`src/sv/lgge_pkg.sv`:
```
package lgge_pkg;

  localparam int DEF_GRID_W = 16;
  localparam int DEF_GRID_H = 16;

  localparam int COORD_W = 6;
  localparam int OP_W    = 2;

  localparam logic [OP_W-1:0] OP_TOGGLE = 2'd0;
  localparam logic [OP_W-1:0] OP_STEP   = 2'd1;
  localparam logic [OP_W-1:0] OP_READ   = 2'd2;

  localparam logic [3:0] BIRTH_COUNT   = 4'd3;
  localparam logic [3:0] SURVIVE_COUNT = 4'd2;

  typedef enum logic [1:0] {
    CMD_TOGGLE,
    CMD_STEP,
    CMD_READ
  } cmd_kind_t;

  typedef struct packed {
    cmd_kind_t          kind;
    logic [COORD_W-1:0] x;
    logic [COORD_W-1:0] y;
  } cmd_t;

  typedef enum logic [2:0] {
    ST_IDLE,
    ST_CELL_RD,
    ST_CELL_WR,
    ST_LOAD,
    ST_SWEEP
  } back_state_t;

endpackage

```
`src/sv/lgge_front.sv`:
```
module lgge_front
  import lgge_pkg::*;
#(
  parameter int GRID_W = DEF_GRID_W,
  parameter int GRID_H = DEF_GRID_H
) (
  input  logic               clk,
  input  logic               rst_n,
  input  logic               in_valid,
  output logic               in_ready,
  input  logic [OP_W-1:0]    in_opcode,
  input  logic [COORD_W-1:0] in_x,
  input  logic [COORD_W-1:0] in_y,
  output logic               cmd_valid,
  input  logic               cmd_ready,
  output cmd_t               cmd
);

  localparam int QUEUE_DEPTH = 2;
  localparam int PTR_W       = $clog2(QUEUE_DEPTH);
  localparam int CNT_W       = $clog2(QUEUE_DEPTH + 1);

  cmd_t             q_r [QUEUE_DEPTH];
  logic [PTR_W-1:0] wr_ptr_r;
  logic [PTR_W-1:0] rd_ptr_r;
  logic [CNT_W-1:0] cnt_r;
  logic [CNT_W-1:0] cnt_nxt;
  cmd_t             entry;
  logic             push;
  logic             pop;

  // clamp coordinates past the grid and decode the opcode
  always_comb begin
    entry.x = ({1'b0, in_x} >= (COORD_W+1)'(GRID_W)) ? COORD_W'(GRID_W - 1) : in_x;
    entry.y = ({1'b0, in_y} >= (COORD_W+1)'(GRID_H)) ? COORD_W'(GRID_H - 1) : in_y;
    case (in_opcode)
      OP_TOGGLE: entry.kind = CMD_TOGGLE;
      OP_STEP:   entry.kind = CMD_STEP;
      OP_READ:   entry.kind = CMD_READ;
      default:   entry.kind = CMD_READ;
    endcase
  end

  assign in_ready  = (cnt_r != CNT_W'(QUEUE_DEPTH));
  assign cmd_valid = (cnt_r != '0);
  assign cmd       = q_r[rd_ptr_r];
  assign push      = in_valid && in_ready;
  assign pop       = cmd_valid && cmd_ready;

  always_comb begin
    cnt_nxt = cnt_r;
    if (push && !pop) begin
      cnt_nxt = cnt_r + CNT_W'(1);
    end else if (pop && !push) begin
      cnt_nxt = cnt_r - CNT_W'(1);
    end
  end

  always_ff @(posedge clk) begin
    if (!rst_n) begin
      wr_ptr_r <= '0;
      rd_ptr_r <= '0;
      cnt_r    <= '0;
    end else begin
      cnt_r <= cnt_nxt;
      if (push) begin
        wr_ptr_r <= wr_ptr_r + PTR_W'(1);
      end
      if (pop) begin
        rd_ptr_r <= rd_ptr_r + PTR_W'(1);
      end
    end
  end

  always_ff @(posedge clk) begin
    if (push) begin
      q_r[wr_ptr_r] <= entry;
    end
  end

endmodule

```
`src/sv/lgge_back.sv`:
```
module lgge_back
  import lgge_pkg::*;
#(
  parameter int GRID_W = DEF_GRID_W,
  parameter int GRID_H = DEF_GRID_H
) (
  input  logic               clk,
  input  logic               rst_n,
  input  logic               cmd_valid,
  output logic               cmd_ready,
  input  cmd_t               cmd,
  output logic               out_valid,
  input  logic               out_ready,
  output logic [COORD_W-1:0] out_row,
  output logic [GRID_W-1:0]  out_bits,
  output logic               out_alive,
  output logic               out_last
);

  localparam int AW = $clog2(GRID_H);
  localparam int XW = $clog2(GRID_W);
  localparam int CW = $clog2(GRID_H + 4);

  back_state_t state_r, state_nxt;
  logic [CW-1:0] cnt_r, cnt_nxt;
  cmd_t          cmd_r;

  // row store, one row per entry; rows never written read as dead
  logic [GRID_W-1:0] mem [GRID_H];
  logic [GRID_H-1:0] vld_r;
  logic [GRID_W-1:0] rdata_r;
  logic              rvld_r;
  logic [GRID_W-1:0] rd_row;

  // three-row window plus the original top two rows for the wrap at the bottom
  logic [GRID_W-1:0] prev_r, cur_r, next_r;
  logic [GRID_W-1:0] row0_r, row1_r;
  logic [GRID_W-1:0] life_row;

  logic [COORD_W-1:0] out_row_r;
  logic [GRID_W-1:0]  out_bits_r;
  logic               out_valid_r, out_alive_r, out_last_r;
  logic               out_free;

  logic              take_cmd;
  logic              rd_en, wr_en, emit, shift_win, save0, save1;
  logic [AW-1:0]     rd_addr, wr_addr;
  logic [GRID_W-1:0] wr_data, win_in, cell_row;
  logic [COORD_W-1:0] emit_row;
  logic              emit_alive, emit_last;

  assign out_free = !out_valid_r || out_ready;
  assign rd_row   = rvld_r ? rdata_r : '0;
  assign cell_row = rd_row ^ ((cmd_r.kind == CMD_TOGGLE) ?
                    (GRID_W'(1) << cmd_r.x[XW-1:0]) : '0);

  // B3/S23 on one row, columns wrap around
  for (genvar gx = 0; gx < GRID_W; gx++) begin : g_col
    localparam int L = (gx == 0) ? GRID_W - 1 : gx - 1;
    localparam int R = (gx == GRID_W - 1) ? 0 : gx + 1;
    logic [3:0] n;
    assign n = 4'(prev_r[L]) + 4'(prev_r[gx]) + 4'(prev_r[R]) + 4'(cur_r[L]) +
               4'(cur_r[R]) + 4'(next_r[L]) + 4'(next_r[gx]) + 4'(next_r[R]);
    assign life_row[gx] = (n == BIRTH_COUNT) || (cur_r[gx] && (n == SURVIVE_COUNT));
  end

  always_comb begin
    state_nxt = state_r;
    cnt_nxt   = cnt_r;
    case (state_r)
      ST_IDLE: begin
        cnt_nxt = '0;
        if (cmd_valid) begin
          state_nxt = (cmd.kind == CMD_STEP) ? ST_LOAD : ST_CELL_RD;
        end
      end
      ST_CELL_RD: state_nxt = ST_CELL_WR;
      ST_CELL_WR: begin
        if (out_free) begin
          state_nxt = ST_IDLE;
        end
      end
      ST_LOAD: begin
        if (cnt_r == CW'(3)) begin
          state_nxt = ST_SWEEP;
          cnt_nxt   = '0;
        end else begin
          cnt_nxt = cnt_r + CW'(1);
        end
      end
      ST_SWEEP: begin
        if (out_free) begin
          if (cnt_r == CW'(GRID_H - 1)) begin
            state_nxt = ST_IDLE;
          end else begin
            cnt_nxt = cnt_r + CW'(1);
          end
        end
      end
      default: state_nxt = ST_IDLE;
    endcase
  end

  always_comb begin
    take_cmd   = 1'b0;
    rd_en      = 1'b0;
    rd_addr    = '0;
    wr_en      = 1'b0;
    wr_addr    = '0;
    wr_data    = '0;
    emit       = 1'b0;
    emit_row   = '0;
    emit_alive = 1'b0;
    emit_last  = 1'b0;
    shift_win  = 1'b0;
    save0      = 1'b0;
    save1      = 1'b0;
    win_in     = rd_row;
    case (state_r)
      ST_IDLE: take_cmd = 1'b1;
      ST_CELL_RD: begin
        rd_en   = 1'b1;
        rd_addr = cmd_r.y[AW-1:0];
      end
      ST_CELL_WR: begin
        if (out_free) begin
          wr_en      = 1'b1;
          wr_addr    = cmd_r.y[AW-1:0];
          wr_data    = cell_row;
          emit       = 1'b1;
          emit_row   = cmd_r.y;
          emit_alive = cell_row[cmd_r.x[XW-1:0]];
          emit_last  = 1'b1;
        end
      end
      ST_LOAD: begin
        // reads rows H-1, 0, 1, 2; each arriving row shifts into the window
        rd_en     = 1'b1;
        rd_addr   = (cnt_r == '0) ? AW'(GRID_H - 1) : AW'(cnt_r - CW'(1));
        shift_win = (cnt_r != '0);
        save0     = (cnt_r == CW'(2));
        save1     = (cnt_r == CW'(3));
      end
      ST_SWEEP: begin
        if (out_free) begin
          wr_en     = 1'b1;
          wr_addr   = AW'(cnt_r);
          wr_data   = life_row;
          emit      = 1'b1;
          emit_row  = COORD_W'(cnt_r);
          emit_last = (cnt_r == CW'(GRID_H - 1));
          shift_win = 1'b1;
          // rows 0 and 1 are already rewritten when the bottom wraps to them
          if (cnt_r + CW'(2) == CW'(GRID_H)) begin
            win_in = row0_r;
          end else if (cnt_r + CW'(2) == CW'(GRID_H + 1)) begin
            win_in = row1_r;
          end
          rd_en   = (cnt_r + CW'(3) < CW'(GRID_H));
          rd_addr = AW'(cnt_r + CW'(3));
        end
      end
      default: ;
    endcase
  end

  assign cmd_ready = take_cmd;

  always_ff @(posedge clk) begin
    if (!rst_n) begin
      state_r     <= ST_IDLE;
      cnt_r       <= '0;
      out_valid_r <= 1'b0;
      vld_r       <= '0;
    end else begin
      state_r <= state_nxt;
      cnt_r   <= cnt_nxt;
      if (emit) begin
        out_valid_r <= 1'b1;
      end else if (out_ready) begin
        out_valid_r <= 1'b0;
      end
      if (wr_en) begin
        vld_r[wr_addr] <= 1'b1;
      end
    end
  end

  always_ff @(posedge clk) begin
    if (wr_en) begin
      mem[wr_addr] <= wr_data;
    end
    if (rd_en) begin
      rdata_r <= mem[rd_addr];
      rvld_r  <= vld_r[rd_addr];
    end
  end

  always_ff @(posedge clk) begin
    if (take_cmd && cmd_valid) begin
      cmd_r <= cmd;
    end
    if (shift_win) begin
      prev_r <= cur_r;
      cur_r  <= next_r;
      next_r <= win_in;
    end
    if (save0) begin
      row0_r <= rd_row;
    end
    if (save1) begin
      row1_r <= rd_row;
    end
    if (emit) begin
      out_row_r   <= emit_row;
      out_bits_r  <= emit ? ((state_r == ST_SWEEP) ? life_row : cell_row) : out_bits_r;
      out_alive_r <= emit_alive;
      out_last_r  <= emit_last;
    end
  end

  assign out_valid = out_valid_r;
  assign out_row   = out_row_r;
  assign out_bits  = out_bits_r;
  assign out_alive = out_alive_r;
  assign out_last  = out_last_r;

endmodule

```
`src/sv/life_grid_generation_engine.sv`:
```
// Game of Life (B3/S23) engine on a torus of GRID_W columns by GRID_H rows.
// Input stream: in_tdata carries opcode, cell_x, cell_y. Toggle flips one
// cell, read reports one cell; each gives one output transfer with the
// clamped row index, that row's bits and the cell state, tlast set.
// Step computes the next generation and gives GRID_H output transfers, one
// per row in order, tlast on the last row.
// Items pass through a two-entry queue into the execution unit, so the
// input side keeps taking transfers until the queue fills while a result waits on out_tready.
// A toggle or read takes the item, reads the cell's row and writes it
// back, flipped for a toggle. A step takes the item, primes its three-row
// window from the row store, then gives one row per cycle while out_tready
// allows. The execution unit takes a new item only when it is done with
// the last one. The row store has a single read port.
// If out_tready is low the sweep waits on that row; nothing is dropped.
// Reset (rst_n low, synchronous) empties the queue and marks every row dead.
module life_grid_generation_engine
  import lgge_pkg::*;
#(
  parameter int GRID_W = DEF_GRID_W,
  parameter int GRID_H = DEF_GRID_H
) (
  input  logic        clk,
  input  logic        rst_n,
  input  logic        in_tvalid,
  output logic        in_tready,
  input  logic [15:0] in_tdata,   // [1:0] opcode, [7:2] cell_x, [13:8] cell_y, [15:14] zero
  output logic        out_tvalid,
  input  logic        out_tready,
  output logic [71:0] out_tdata,  // [5:0] row_index, [69:6] row_bits, [70] cell_alive, [71] zero
  output logic        out_tlast
);

  logic               cmd_valid;
  logic               cmd_ready;
  cmd_t               cmd;
  logic [COORD_W-1:0] row;
  logic [GRID_W-1:0]  bits;
  logic               alive;

  lgge_front #(
    .GRID_W(GRID_W),
    .GRID_H(GRID_H)
  ) u_front (
    .clk      (clk),
    .rst_n    (rst_n),
    .in_valid (in_tvalid),
    .in_ready (in_tready),
    .in_opcode(in_tdata[1:0]),
    .in_x     (in_tdata[7:2]),
    .in_y     (in_tdata[13:8]),
    .cmd_valid(cmd_valid),
    .cmd_ready(cmd_ready),
    .cmd      (cmd)
  );

  lgge_back #(
    .GRID_W(GRID_W),
    .GRID_H(GRID_H)
  ) u_back (
    .clk      (clk),
    .rst_n    (rst_n),
    .cmd_valid(cmd_valid),
    .cmd_ready(cmd_ready),
    .cmd      (cmd),
    .out_valid(out_tvalid),
    .out_ready(out_tready),
    .out_row  (row),
    .out_bits (bits),
    .out_alive(alive),
    .out_last (out_tlast)
  );

  assign out_tdata = {1'b0, alive, 64'(bits), row};

endmodule
```
`config.mk`:
```
export PLATFORM = sky130hd
export DESIGN_NAME = life_grid_generation_engine
export DESIGN_NICKNAME = d
export VERILOG_FILES = /design/src/sv/lgge_pkg.sv /design/src/sv/lgge_front.sv /design/src/sv/lgge_back.sv /design/src/sv/life_grid_generation_engine.sv
export SDC_FILE = /design/constraint.sdc
export NUM_CORES = 1
export LEC_CHECK = 0
export BUFFER_PORTS_ARGS = -buffer_cell sky130_fd_sc_hd__buf_2
export CELL_PAD_IN_SITES_DETAIL_PLACEMENT = 1
export CELL_PAD_IN_SITES_GLOBAL_PLACEMENT = 2
export CORE_ASPECT_RATIO = 0.7
export CORE_MARGIN = 10
export CORE_UTILIZATION = 25
export CTS_CLUSTER_SIZE = 30
export DETAILED_ROUTE_END_ITERATION = 12
export PLACE_DENSITY_LB_ADDON = 0.08
export SLEW_MARGIN = 10
export SYNTH_ARGS = -nofsm -noshare
export SYNTH_HDL_FRONTEND = slang
export SYNTH_SLANG_ARGS = --single-unit
```
`constraint.sdc`:
```
create_clock -name clk -period 7.26 [get_ports clk]
set_clock_uncertainty 0.2 [all_clocks]
set_input_delay 1.815 -clock clk [delete_from_list [all_inputs] [get_ports clk]]
set_output_delay 1.815 -clock clk [all_outputs]
set_load 0.03 [all_outputs]
```
==> results of run 1 <==
## metal layers
metal	global-route usage (%)	vias up	part of all wire, %	wire [µm]
met5	0	-	0	0
met4	2.68	0	1.6	1040
met3	1.90	62	2.9	1950
met2	19.3	179	43	28200
met1	20.2	7017	53	35000
li1	-	6222	-	-
## sequential cells by signal, summed over array words and instances, names as in the netlist, 5 cells and up, named ones only
name,flops
u_back.rdata_r,16
u_back.cnt_r,5
u_back.cur_r,16
u_back.vld_r,16
u_back.cmd_r,12
u_back.out_row,6
u_front.q_r,24
u_back.next_r,16
u_back.row0_r,16
u_back.prev_r,16
u_back.out_bits,16
u_back.mem,256
u_back.row1_r,16
## layout make-up
class | instances | share of cell area [%]
sequential | 443 | 52.7
multi-input combinational | 967 | 30.2
tap | 1150 | 5.83
clock buffer | 61 | 5.33
inverter | 200 | 3.04
timing repair buffer | 75 | 2.00
clock inverter | 27 | 0.893
antenna | 2 | 0.0203
## worst register-to-register path, cell delays in order (launching register included)
cell and delay, ps:
edfxtp_1 460, ha_1 310, inv_1 50, fa_1 500, fa_1 480, inv_1 90, fa_1 200, inv_1 70
fa_1 380, a2111oi_0 380, a21oi_1 70, nor3_1 420, a22o_1 610
## cell families (layout without fill, tap and decap cells)
family          after synthesis  after routing
flops                       443            443
compound gates              391            391
simple gates                346            346
buf+inv                     344            363
fa+ha+maj                   121            121
xor+xnor                     29             29
mux                          27             27
other cells                   1             55
## cells in the final DEF, fill, tap and decap left out, types with 5 or more instances in the layout
cell type  synthesis  routed
o22ai_1           17      17
mux2_2            20      20
ha_1              57      57
o221ai_1          17      17
nor2_4             1       7
a2111oi_0         14      13
clkbuf_16          0      51
nor2_1            86      70
a21oi_1           62      62
or3_1             11      11
o21a_1            18      18
a21o_1            37      37
nand2_1          106     105
a32oi_1           35      35
nor2_2             2      12
inv_1            199     199
nor3_1            23      21
and3_1            22      22
xnor2_1           24      24
clkbuf_1          49      10
xor2_1             5       5
a22o_1            18      18
a311oi_1          17      17
nand2b_1           5       5
conb_1             1      53
buf_4             55      29
a311o_1           17      17
a22oi_1           17      17
nand3_1           60      59
nor2b_1            9       9
o311ai_1          17      17
edfxtp_1         413     413
fa_1              64      64
dfxtp_1           30      30
clkinv_2           0       6
buf_2             30      43
clkinv_1           1      15
o21ai_0           64      62
a211oi_1          22      22
## power groups by stage
stage	Clock, mW	Combinational [mW]	Sequential (mW)
2_1_floorplan	0	2.87	3.71
3_3_place_gp	0	4.47	3.72
3_5_place_dp	0	4.56	3.71
4_1_cts	2.56	4.58	3.67
5_1_grt	2.65	5.01	3.70
6_report	2.46	4.43	3.65
## worst paths after layout
path	from	endpoint	slack, ps	cells after the start
worst max-delay path	u_back.prev_r[15]$_DFFE_PP_	u_back.mem[12][15]$_DFFE_PP_	2740	12
worst min-delay path	u_back.vld_r[7]$_SDFFE_PN0P_	u_back.vld_r[7]$_SDFFE_PN0P_	260	1
worst max register to register	u_back.prev_r[15]$_DFFE_PP_	u_back.mem[12][15]$_DFFE_PP_	2740	12
worst min register to register	u_back.vld_r[7]$_SDFFE_PN0P_	u_back.vld_r[7]$_SDFFE_PN0P_	260	1
## per-stage QoR
step | std cells | utilization [%] | hold slack, ps
global route | 2923 | 28.7 | 280
floorplan | 1754 | - | 226
CTS | 2923 | 28.7 | 266
detailed placement | 2835 | 26.9 | 253
global placement | 2835 | 26.9 | 239
finish | 2925 | 28.7 | 260
==> impl_results.md, run 1 <==
* Result of the run: completed
* CP most frequent cell: fa_1
* Post-Route WL at 66200 µm
* Area of the multi-input gates at 0.00745 mm²
* Sink Count at 443
* Detailed-route wire length per cell at 22.6 µm
* Most repeated cell in the gate-level netlist after synthesis: edfxtp_1
* Post-CTS Resized at 0
* Adder and majority cell fraction of the synthesized area at 9.21%
* Die span in y at 266 µm
* Bufs on Longest Clock Path at 3
* Net switching share of the total power at 40.8%
* Area inside the core boundary at 0.0860 mm²
* Gp weighted congestion at 0.736
* Fraction of the mapped netlist area in simple logic gates at 7.73%
* Vias in the first global route at 14388
* Global-route total usage across every layer at 13.2%
* Dominant combinational cell family by area after synthesis: compound AO/OA/AOI/OAI gates
* Starting density of the core at 25.2%
* Type of the most critical hold path: reg -> reg
* Endpoint type of the worst setup path: flop
* Crit path buffers/inverters at 3
* Final Hold Fails at 0
* Maximum fanout encountered on the critical timing path at 16
* Total power after layout at 10.5 mW
* Inserted Clock Buffers at 50
* Worst Setup Path Type: reg -> reg
* Area taken by flip-flops and latches at 0.0130 mm²
* Final setup violation count at 0
* Area overhead of the layout relative to synthesis at 14.0%
* Cell types with the highest counts after synthesis: edfxtp_1, inv_1, nand2_1
* Synth Area in Compound Gates at 13.1%
* Global route overflow at 0
* Fraction of power consumed by combinational cells at 42.0%
* Clk pwr share at 23.4%
* Post-detailed-route via-to-cell ratio at 4.61
* Final period demand of the worst path at 4520 ps
* Die footprint at 0.0990 mm²
* Chain of cells forming the critical path: ha_1 -> inv_1 -> fa_1 -> fa_1 -> inv_1 -> fa_1 -> inv_1 -> fa_1 -> a2111oi_0 -> a21oi_1 -> nor3_1 -> a22o_1
* Sequential share of the synthesized area at 60.1%
* Type of element launching the critical path: flop
* Number of distinct standard cells referenced by the synthesized netlist at 68
* Share of post-route cells with drive strength above 1 at 11.6%
* Slew of the pin with the lowest slew margin at 1220 ps
* Post-CTS Setup Inserts at 0
* Maximum number of pins on one net before global-route repair at 69
* Clock network latency to the later pin of the worst-skew pair at 610 ps
* CTS tree: yes
* Xor/xnor share of the synthesized area at 1.17%
* Post-DP Area at 0.0231 mm²
* Family with the most delay on the worst path: adder cells
* Largest cells by area after synthesis: edfxtp_1, fa_1, inv_1
* Mux cell area share after synthesis at 1.56%
* Remaining max-slew budget at the tightest pin at 18.3%
* Sum Neg Setup Slack at 0 ps
* Cell leakage power at 8.90 nW
* Area share of the largest cell type after synthesis at 57.3%
* Crit-path slowest cell: a22o_1
* Number of levels in the clock H-tree at 2
* Worst endpoint required time at 7370 ps
* FMAX at 0.221 GHz
* Power spent charging and discharging nets at 4.30 mW
* # rows at 90
* Horizontal die dimension at 372 µm
* Net total in the final layout at 1878
* Sequential share of power at 34.7%
* Hold_buf cts at 0
* Worst slack after detailed placement at 2130 ps
* Cell taking the most area after synthesis: edfxtp_1
* Total DRC errors in the routed layout at 0
* Antenna Violating Nets Remaining at 0
* Synthesis Warnings at 0
* Detailed-router iteration count before antenna repair at 5
* Drt initial violations at 849
* Final critical-path setup slack at 2740 ps
* Yosys reg bits at 443
* Root cell of the clock tree: clkbuf_16
* Worst-case vdd ir drop at 0.000217 V
* Final Instance Area at 0.0247 mm²
* Io pins at 95
* Total power per unit cell area at 427 mW/mm²
* Most used flip-flop cell after synthesis: edfxtp_1
* Total number of vias at 13480
* First-pass GRT wire length at 98200 µm
* Number of flops mapped to enable cells by yosys at 413
* Setup repair after global routing missed its margin: no
* Placed wire-length estimate after detailed placement at 45300 µm
* P_int at 6.25 mW
* Portion of the clock cycle consumed by the worst path in the final layout at 62.3%
* Port Buffers at 43
* Maximum cell stage delay along the critical path at 610 ps
* Initial antenna violation count at 0
* Share of flip-flops with an asynchronous set or reset after synthesis at 0%
* Number of instances in the synthesized netlist at 1702
* Post-synthesis cell area at 0.0217 mm²
* Reg clk slew, reported paths at 60 ps
* Max Slew Vio Count at 0
* Data arrival at the endpoint of the critical path at 4630 ps
* Number of fill cells at 9335
* Maxcap violations at 0
* Post-synthesis area per instance at 12.7 µm²
(Power assumes the default switching activity.)
==> run 2: changes to the inputs <==
==> constraint.sdc (replaced) <==
create_clock -name clk -period 3.84 [get_ports clk]
set_clock_uncertainty 0.2 [all_clocks]
set_input_delay 0.96 -clock clk [delete_from_list [all_inputs] [get_ports clk]]
set_output_delay 0.96 -clock clk [all_outputs]
set_load 0.03 [all_outputs]
==> run 2 against run 1 <==
Against the previous run:
- the run now ends with negative setup slack left
- setup slack got worse by 2800 ps
- utilization increased by 2.7 points
- cell count increased by 4.6%
- die area is the same
- clock-buffer cell count is 9 higher
- sequential share of layout area shrank 4.5 points
- sequential power is 87% higher
- highest routed layer unchanged
==> impl_results.md, run 2 (same netlist as run 1, synthesis figures left out) <==
* Result of the run: finished with violations
* Violated checks: negative setup slack
* Slew of the pin with the lowest slew margin at 1060 ps
* Final Hold Fails at 0
* Reg-to-reg critical path endpoint: u_back.mem[2][4]$_DFFE_PP_
* Register with the highest flop count: u_back.mem
* Ant. Diodes at 0
* Vias in the first global route at 14922
* # rows at 90
* Initial antenna violation count at 1
* FMAX at 0.258 GHz
* Worst endpoint required time at 4120 ps
* Endpoint type of the worst setup path: flop
* Starting density of the core at 25.2%
* Worst-case vdd ir drop at 0.000380 V
* Horizontal die dimension at 372 µm
* Clock network latency to the later pin of the worst-skew pair at 620 ps
* Remaining max-slew budget at the tightest pin at 29.3%
* Inserted Clock Buffers at 50
* Final critical-path setup slack at -41.8 ps
* Largest register FFs at 256
* Most common cell after layout, fill and taps aside: edfxtp_1
* Global-route total usage across every layer at 13.6%
* First-pass GRT wire length at 101000 µm
* Maximum cell stage delay along the critical path at 510 ps
* Type of the most critical hold path: reg -> reg
* Worst slack after detailed placement at -477 ps
* Placed wire-length estimate after detailed placement at 46700 µm
* Port Buffers at 43
* Detailed-route wire length per cell at 22.6 µm
* Area inside the core boundary at 0.0860 mm²
* Largest registers: u_back.mem x256, u_front.q_r x24
* Setup repair after global routing missed its margin: yes
* Hold Worst Slack at 253 ps
* Final setup violation count at 17
* Data arrival at the endpoint of the critical path at 4160 ps
* Number of fill cells at 9215
* Sink Count at 443
* Final Instance Area at 0.0270 mm²
* Antenna Violating Nets Remaining at 0
* Total power per unit cell area at 836 mW/mm²
* Total DRC errors in the routed layout at 0
* Startpoint of the worst-slack reg-to-reg timing path: u_back.prev_r[4]$_DFFE_PP_
* Detailed-router iteration count before antenna repair at 4
* Max Slew Vio Count at 0
* Total power after layout at 22.6 mW
* Post-Route WL at 69200 µm
* CTS tree: yes
* Inst Count DP at 2930
* Leading cell types in the layout, fill and taps excluded: edfxtp_1, inv_1, nand2_1
* Maxcap violations at 0
* Hold_buf cts at 0
* Post-DP Area at 0.0242 mm²
* Net total in the final layout at 2009
* Global route overflow at 0
* Io pins at 95
* Maximum number of pins on one net before global-route repair at 66
* Crit-path slowest cell: fa_1
* Total number of vias at 14091
* Cell depth of the worst flop-to-flop path at 14
* Number of levels in the clock H-tree at 2
* WHS Path Cells at 0
* Bufs on Longest Clock Path at 3
* Area taken by flip-flops and latches at 0.0130 mm²
* Gp weighted congestion at 0.736
* Final period demand of the worst path at 3880 ps
* Die footprint at 0.0990 mm²
* Non-Filler Instances at 3059
* Portion of the clock cycle consumed by the worst path in the final layout at 101%
* Maximum fanout encountered on the critical timing path at 8
* Chain of cells forming the critical path: ha_1 -> inv_1 -> fa_1 -> fa_1 -> inv_2 -> fa_2 -> inv_2 -> fa_2 -> a2111oi_4 -> a21oi_2 -> nor3_2 -> buf_4 -> a22o_4 -> clkbuf_16
* Die span in y at 266 µm
* Drt initial violations at 657
* Worst-case register-to-register setup slack at -40 ps
* Cell leakage power at 9.81 nW
* Type of element launching the critical path: flop
* Worst Setup Path Type: reg -> reg
* Root cell of the clock tree: clkbuf_16
* Reg clk slew, reported paths at 60 ps
* End point of the critical path: u_back.mem[2][4]$_DFFE_PP_
* Post-detailed-route via-to-cell ratio at 4.61
* Area of the multi-input gates at 0.00807 mm²
* Share of post-route cells with drive strength above 1 at 24.7%
* Area overhead of the layout relative to synthesis at 24.6%
* Critical path launch point: u_back.prev_r[4]$_DFFE_PP_
[run 2: critical path: cells and delay by family (launching register included)]
kind	cells	cell delay (ps)
AOI/OAI and AO/OA	3	420
adders and majority gates	5	1880
buffers and inverters	5	500
DFF	1	470
and+or+nand+nor	1	270
[run 2: where the power goes]
part	internal, mW	switching [mW]	total [mW]
clock	2.76	2.07	4.83
sequential	6.43	0.407	6.84
combinational	4.30	6.59	10.9
total	13.5	9.07	22.6
[run 2: how the worst min path moves through the flow]
| stage | start | to | slack (ps) |
|---|---|---|---|
| 6_report | u_back.next_r[0]$_DFFE_PP_ | u_back.cur_r[0]$_DFFE_PP_ | 250 |
| 5_1_grt | u_back.next_r[0]$_DFFE_PP_ | u_back.cur_r[0]$_DFFE_PP_ | 270 |
| 4_1_cts | u_back.next_r[0]$_DFFE_PP_ | u_back.cur_r[0]$_DFFE_PP_ | 250 |
| 3_5_place_dp | u_back.next_r[0]$_DFFE_PP_ | u_back.cur_r[0]$_DFFE_PP_ | 240 |
| 3_3_place_gp | u_back.vld_r[7]$_SDFFE_PN0P_ | u_back.vld_r[7]$_SDFFE_PN0P_ | 240 |
| 2_1_floorplan | u_back.next_r[0]$_DFFE_PP_ | u_back.cur_r[0]$_DFFE_PP_ | 230 |
[run 2: final cells by class]
class / instances / area share (%)
clock buffers: 70 / 5.07
clock inverters: 23 / 0.877
inverters: 200 / 2.78
multi-input cells: 967 / 29.9
flip-flops and latches: 443 / 48.2
well taps: 1150 / 5.33
repair buffers: 206 / 7.84
[run 2: what timing repair did]
action                     in CTS  in global routing
pin swaps                      37                 33
setup endpoints to repair     247                267
gates resized for setup        91                 91
cloned                          3                  6
setup buffers                  18                 13
[run 2: metrics by stage]
step / util [%] / TNS (ps)
after global placement: 28.2 / -28940
after CTS: 30.6 / -437
after floorplan: - / 0
after global routing: 31.4 / -17150
final: 31.4 / -402
after detailed placement: 28.2 / -40780
[run 2: routing by layer]
layer	vias to the layer above	routed length, µm	GRT usage, %
li1	6482	-	-
met3	66	1990	1.98
met5	-	0	0
met4	0	1010	2.94
met1	7367	35800	20.7
met2	176	30300	19.9
==> run 3: changes to the inputs <==
--- a/config.mk
+++ b/config.mk
@@ -5,6 +5,7 @@
 export SDC_FILE = /design/constraint.sdc
 export NUM_CORES = 1
 export LEC_CHECK = 0
+export ABC_AREA = 1
 export BUFFER_PORTS_ARGS = -buffer_cell sky130_fd_sc_hd__buf_2
 export CELL_PAD_IN_SITES_DETAIL_PLACEMENT = 1
 export CELL_PAD_IN_SITES_GLOBAL_PLACEMENT = 2
==> run 3 against run 2 <==
Against the previous run:
- flip-flop and latch count is the same
- utilization shrank 0.50 points
- critical path type unchanged
- synthesized cell count rose by 26%
- the flow still finishes with violations (negative setup slack)
- via count up 10%
- clock-buffer cell count decreased by 6
- combinational power shrank 46%
- routed wire length up 12%
- sequential share of layout area fell by 1.4 points
==> impl_results.md, run 3 <==
* Io pins at 95
* Maxcap violations at 0
* Sink Count at 443
* Clk pwr share at 28.6%
* Vias in the first global route at 16589
* Yosys reg bits at 443
* Die span in y at 272 µm
* Die footprint at 0.103 mm²
* Non-Filler Instances at 3575
* Largest register FFs at 256
* Endpoint type of the worst setup path: flop
* Root cell of the clock tree: clkbuf_16
* Total number of vias at 15534
* Number of instances in the synthesized netlist at 2148
* Global-route total usage across every layer at 14.4%
* Worst endpoint required time at 4120 ps
* Worst Setup Path Type: reg -> reg
* Leading cell types in the layout, fill and taps excluded: edfxtp_1, nand2_1, inv_1
* Remaining max-slew budget at the tightest pin at 23.7%
* Most repeated cell in the gate-level netlist after synthesis: edfxtp_1
* CTS tree: yes
* Power spent charging and discharging nets at 6.46 mW
* # rows at 92
* Largest registers: u_back.mem x256, u_front.q_r x24
* Met2 routed wirelength at 33400 µm
* Sequential share of power at 37.3%
* Sequential share of the synthesized area at 57.3%
* Detailed-route wire length per cell at 21.6 µm
* Share of post-route cells with drive strength above 1 at 17.3%
* Area inside the core boundary at 0.0900 mm²
* Net total in the final layout at 2450
* FMAX at 0.257 GHz
* Portion of the clock cycle consumed by the worst path in the final layout at 101%
* Hold_buf cts at 0
* P_int at 10.8 mW
* Drt initial violations at 775
* Net switching share of the total power at 37.3%
* Post-detailed-route via-to-cell ratio at 4.35
* Max Slew Vio Count at 0
* Final critical-path setup slack at -54.8 ps
* Maximum fanout encountered on the critical timing path at 8
* Port Buffers at 43
* Clock network latency to the later pin of the worst-skew pair at 620 ps
* Post-synthesis area per instance at 10.6 µm²
* Gp weighted congestion at 0.767
* Inserted Clock Buffers at 51
* Register with the highest flop count: u_back.mem
* Data arrival at the endpoint of the critical path at 4170 ps
* Largest cells by area after synthesis: edfxtp_1, nand3_1, inv_1
* Global route overflow at 0
* Worst slack after detailed placement at -233 ps
* Horizontal die dimension at 380 µm
* Share of flip-flops with an asynchronous set or reset after synthesis at 0%
* Antenna Violating Nets Remaining at 0
* Initial antenna violation count at 0
* Starting density of the core at 25.2%
* Type of the most critical hold path: reg -> reg
* Total DRC errors in the routed layout at 0
* Reg clk slew, reported paths at 60 ps
* Placed wire-length estimate after detailed placement at 48900 µm
* Routed length on met1 at 40100 µm
* Synthesis Warnings at 0
* Most common cell after layout, fill and taps aside: edfxtp_1
* First-pass GRT wire length at 112000 µm
* Final setup violation count at 46
* Result of the run: finished with violations
* Type of element launching the critical path: flop
* Sum of met3 wire segment lengths after detailed routing at 2310 µm
* Area overhead of the layout relative to synthesis at 22.4%
* Area share of the largest cell type after synthesis at 54.7%
* Total power per unit cell area at 623 mW/mm²
* Setup repair after global routing missed its margin: yes
* Violated checks: negative setup slack
* Most used flip-flop cell after synthesis: edfxtp_1
* Detailed-router iteration count before antenna repair at 5
* Number of levels in the clock H-tree at 2
* Post-synthesis cell area at 0.0227 mm²
* Cell leakage power at 11.3 nW
* Cell types with the highest counts after synthesis: edfxtp_1, inv_1, nand2_1
* Maximum number of pins on one net before global-route repair at 73
* Final period demand of the worst path at 3890 ps
* Bufs on Longest Clock Path at 3
* Number of distinct standard cells referenced by the synthesized netlist at 43
* Inst Count DP at 3425
* Final Hold Fails at 0
* Cell taking the most area after synthesis: edfxtp_1
* Max Used Layer: met4
* Slew of the pin with the lowest slew margin at 1150 ps
* Number of flops mapped to enable cells by yosys at 413
* Fraction of power consumed by combinational cells at 34.1%
* Sum Neg Setup Slack at -1800 ps
* Worst-case vdd ir drop at 0.000383 V
* Post-Route WL at 77300 µm
-- run 3: cell types whose count changed after synthesis, sizes merged, moves of 21 or more --
cell,change
nor3,-21
a21o,-37
a21oi,-26
nand2,+258
a32oi,-35
clkbuf,-24
and3,-22
nand3,+241
inv,+185
nand3b,+127
xnor2,-23
-- run 3: cells by family after synthesis --
| kind of cell | share of synthesized area, % |
|---|---|
| AO/OA/AOI/OAI | 3.87 |
| flip-flops | 57.3 |
| adder cells (fa/ha/maj) | 8.79 |
| other | 0.0165 |
| XOR/XNOR | 0.193 |
| AND/OR/NAND/NOR | 19.1 |
| multiplexers | 0.546 |
| buffers and inverters | 10.2 |
-- run 3: timing repair --
| item | CTS | global route |
|---|---|---|
| gates cloned | 4 | 10 |
| gates resized for setup | 57 | 102 |
| endpoints found under the setup margin | 227 | 267 |
| buffers inserted | 11 | 29 |
| pin swaps | 20 | 27 |
-- run 3: routing by layer --
| metal | up-vias | GRT usage, % |
|---|---|---|
| met4 | 0 | 3.26 |
| li1 | 7405 | - |
| met3 | 83 | 2.01 |
| met1 | 7876 | 21.3 |
| met2 | 170 | 21.9 |
| met5 | - | 0 |
-- run 3: layout make-up --
class	instances	area [µm²]
fill	10037	62200
sequential	443	13000
multi-input combinational	1233	8030
timing repair buffer	194	2110
tap	1222	1530
inverter	386	1450
clock buffer	64	1370
clock inverter	32	287
antenna	1	2.50
-- run 3: worst paths after layout --
| path | from | end | slack [ps] | cells after the start |
|---|---|---|---|---|
| setup reg to reg | u_back.prev_r[14]$_DFFE_PP_ | u_back.mem[14][14]$_DFFE_PP_ | -50 | 15 |
| hold reg to reg | u_back.next_r[15]$_DFFE_PP_ | u_back.cur_r[15]$_DFFE_PP_ | 260 | 0 |
| setup / recovery | u_back.prev_r[14]$_DFFE_PP_ | u_back.mem[14][14]$_DFFE_PP_ | -50 | 15 |
| hold / removal | u_back.next_r[15]$_DFFE_PP_ | u_back.cur_r[15]$_DFFE_PP_ | 260 | 0 |
-- run 3: power by group through the flow --
stage                     Combinational [mW]  Clock (mW)  Sequential (mW)
final                                   5.90        4.95             6.45
after global routing                    6.55        5.33             6.51
after CTS                               5.88        5.15             6.46
after detailed placement                5.77           0             6.55
after global placement                  5.73           0             6.54
after floorplan                         3.29           0             6.54
-- run 3: through the flow --
stage | hold slack [ps] | power (mW) | utilization, % | instance area (µm²)
6_report | 261 | 17.3 | 30.9 | 27800
2_1_floorplan | 226 | 9.83 | - | 22900
5_1_grt | 279 | 18.4 | 30.9 | 27800
4_1_cts | 261 | 17.5 | 30.0 | 27000
3_5_place_dp | 246 | 12.3 | 27.8 | 25000
3_3_place_gp | 236 | 12.3 | 27.8 | 25000
-- run 3: critical path, cell delays in order (launching register included) --
cell	delay, ps
edfxtp_1	410
buf_4	150
buf_6	110
ha_4	250
inv_2	30
fa_1	470
fa_1	510
inv_1	60
fa_2	370
inv_2	70
fa_1	390
a211oi_2	170
o21ai_2	130
o21ai_4	190
buf_6	130
buf_12	110
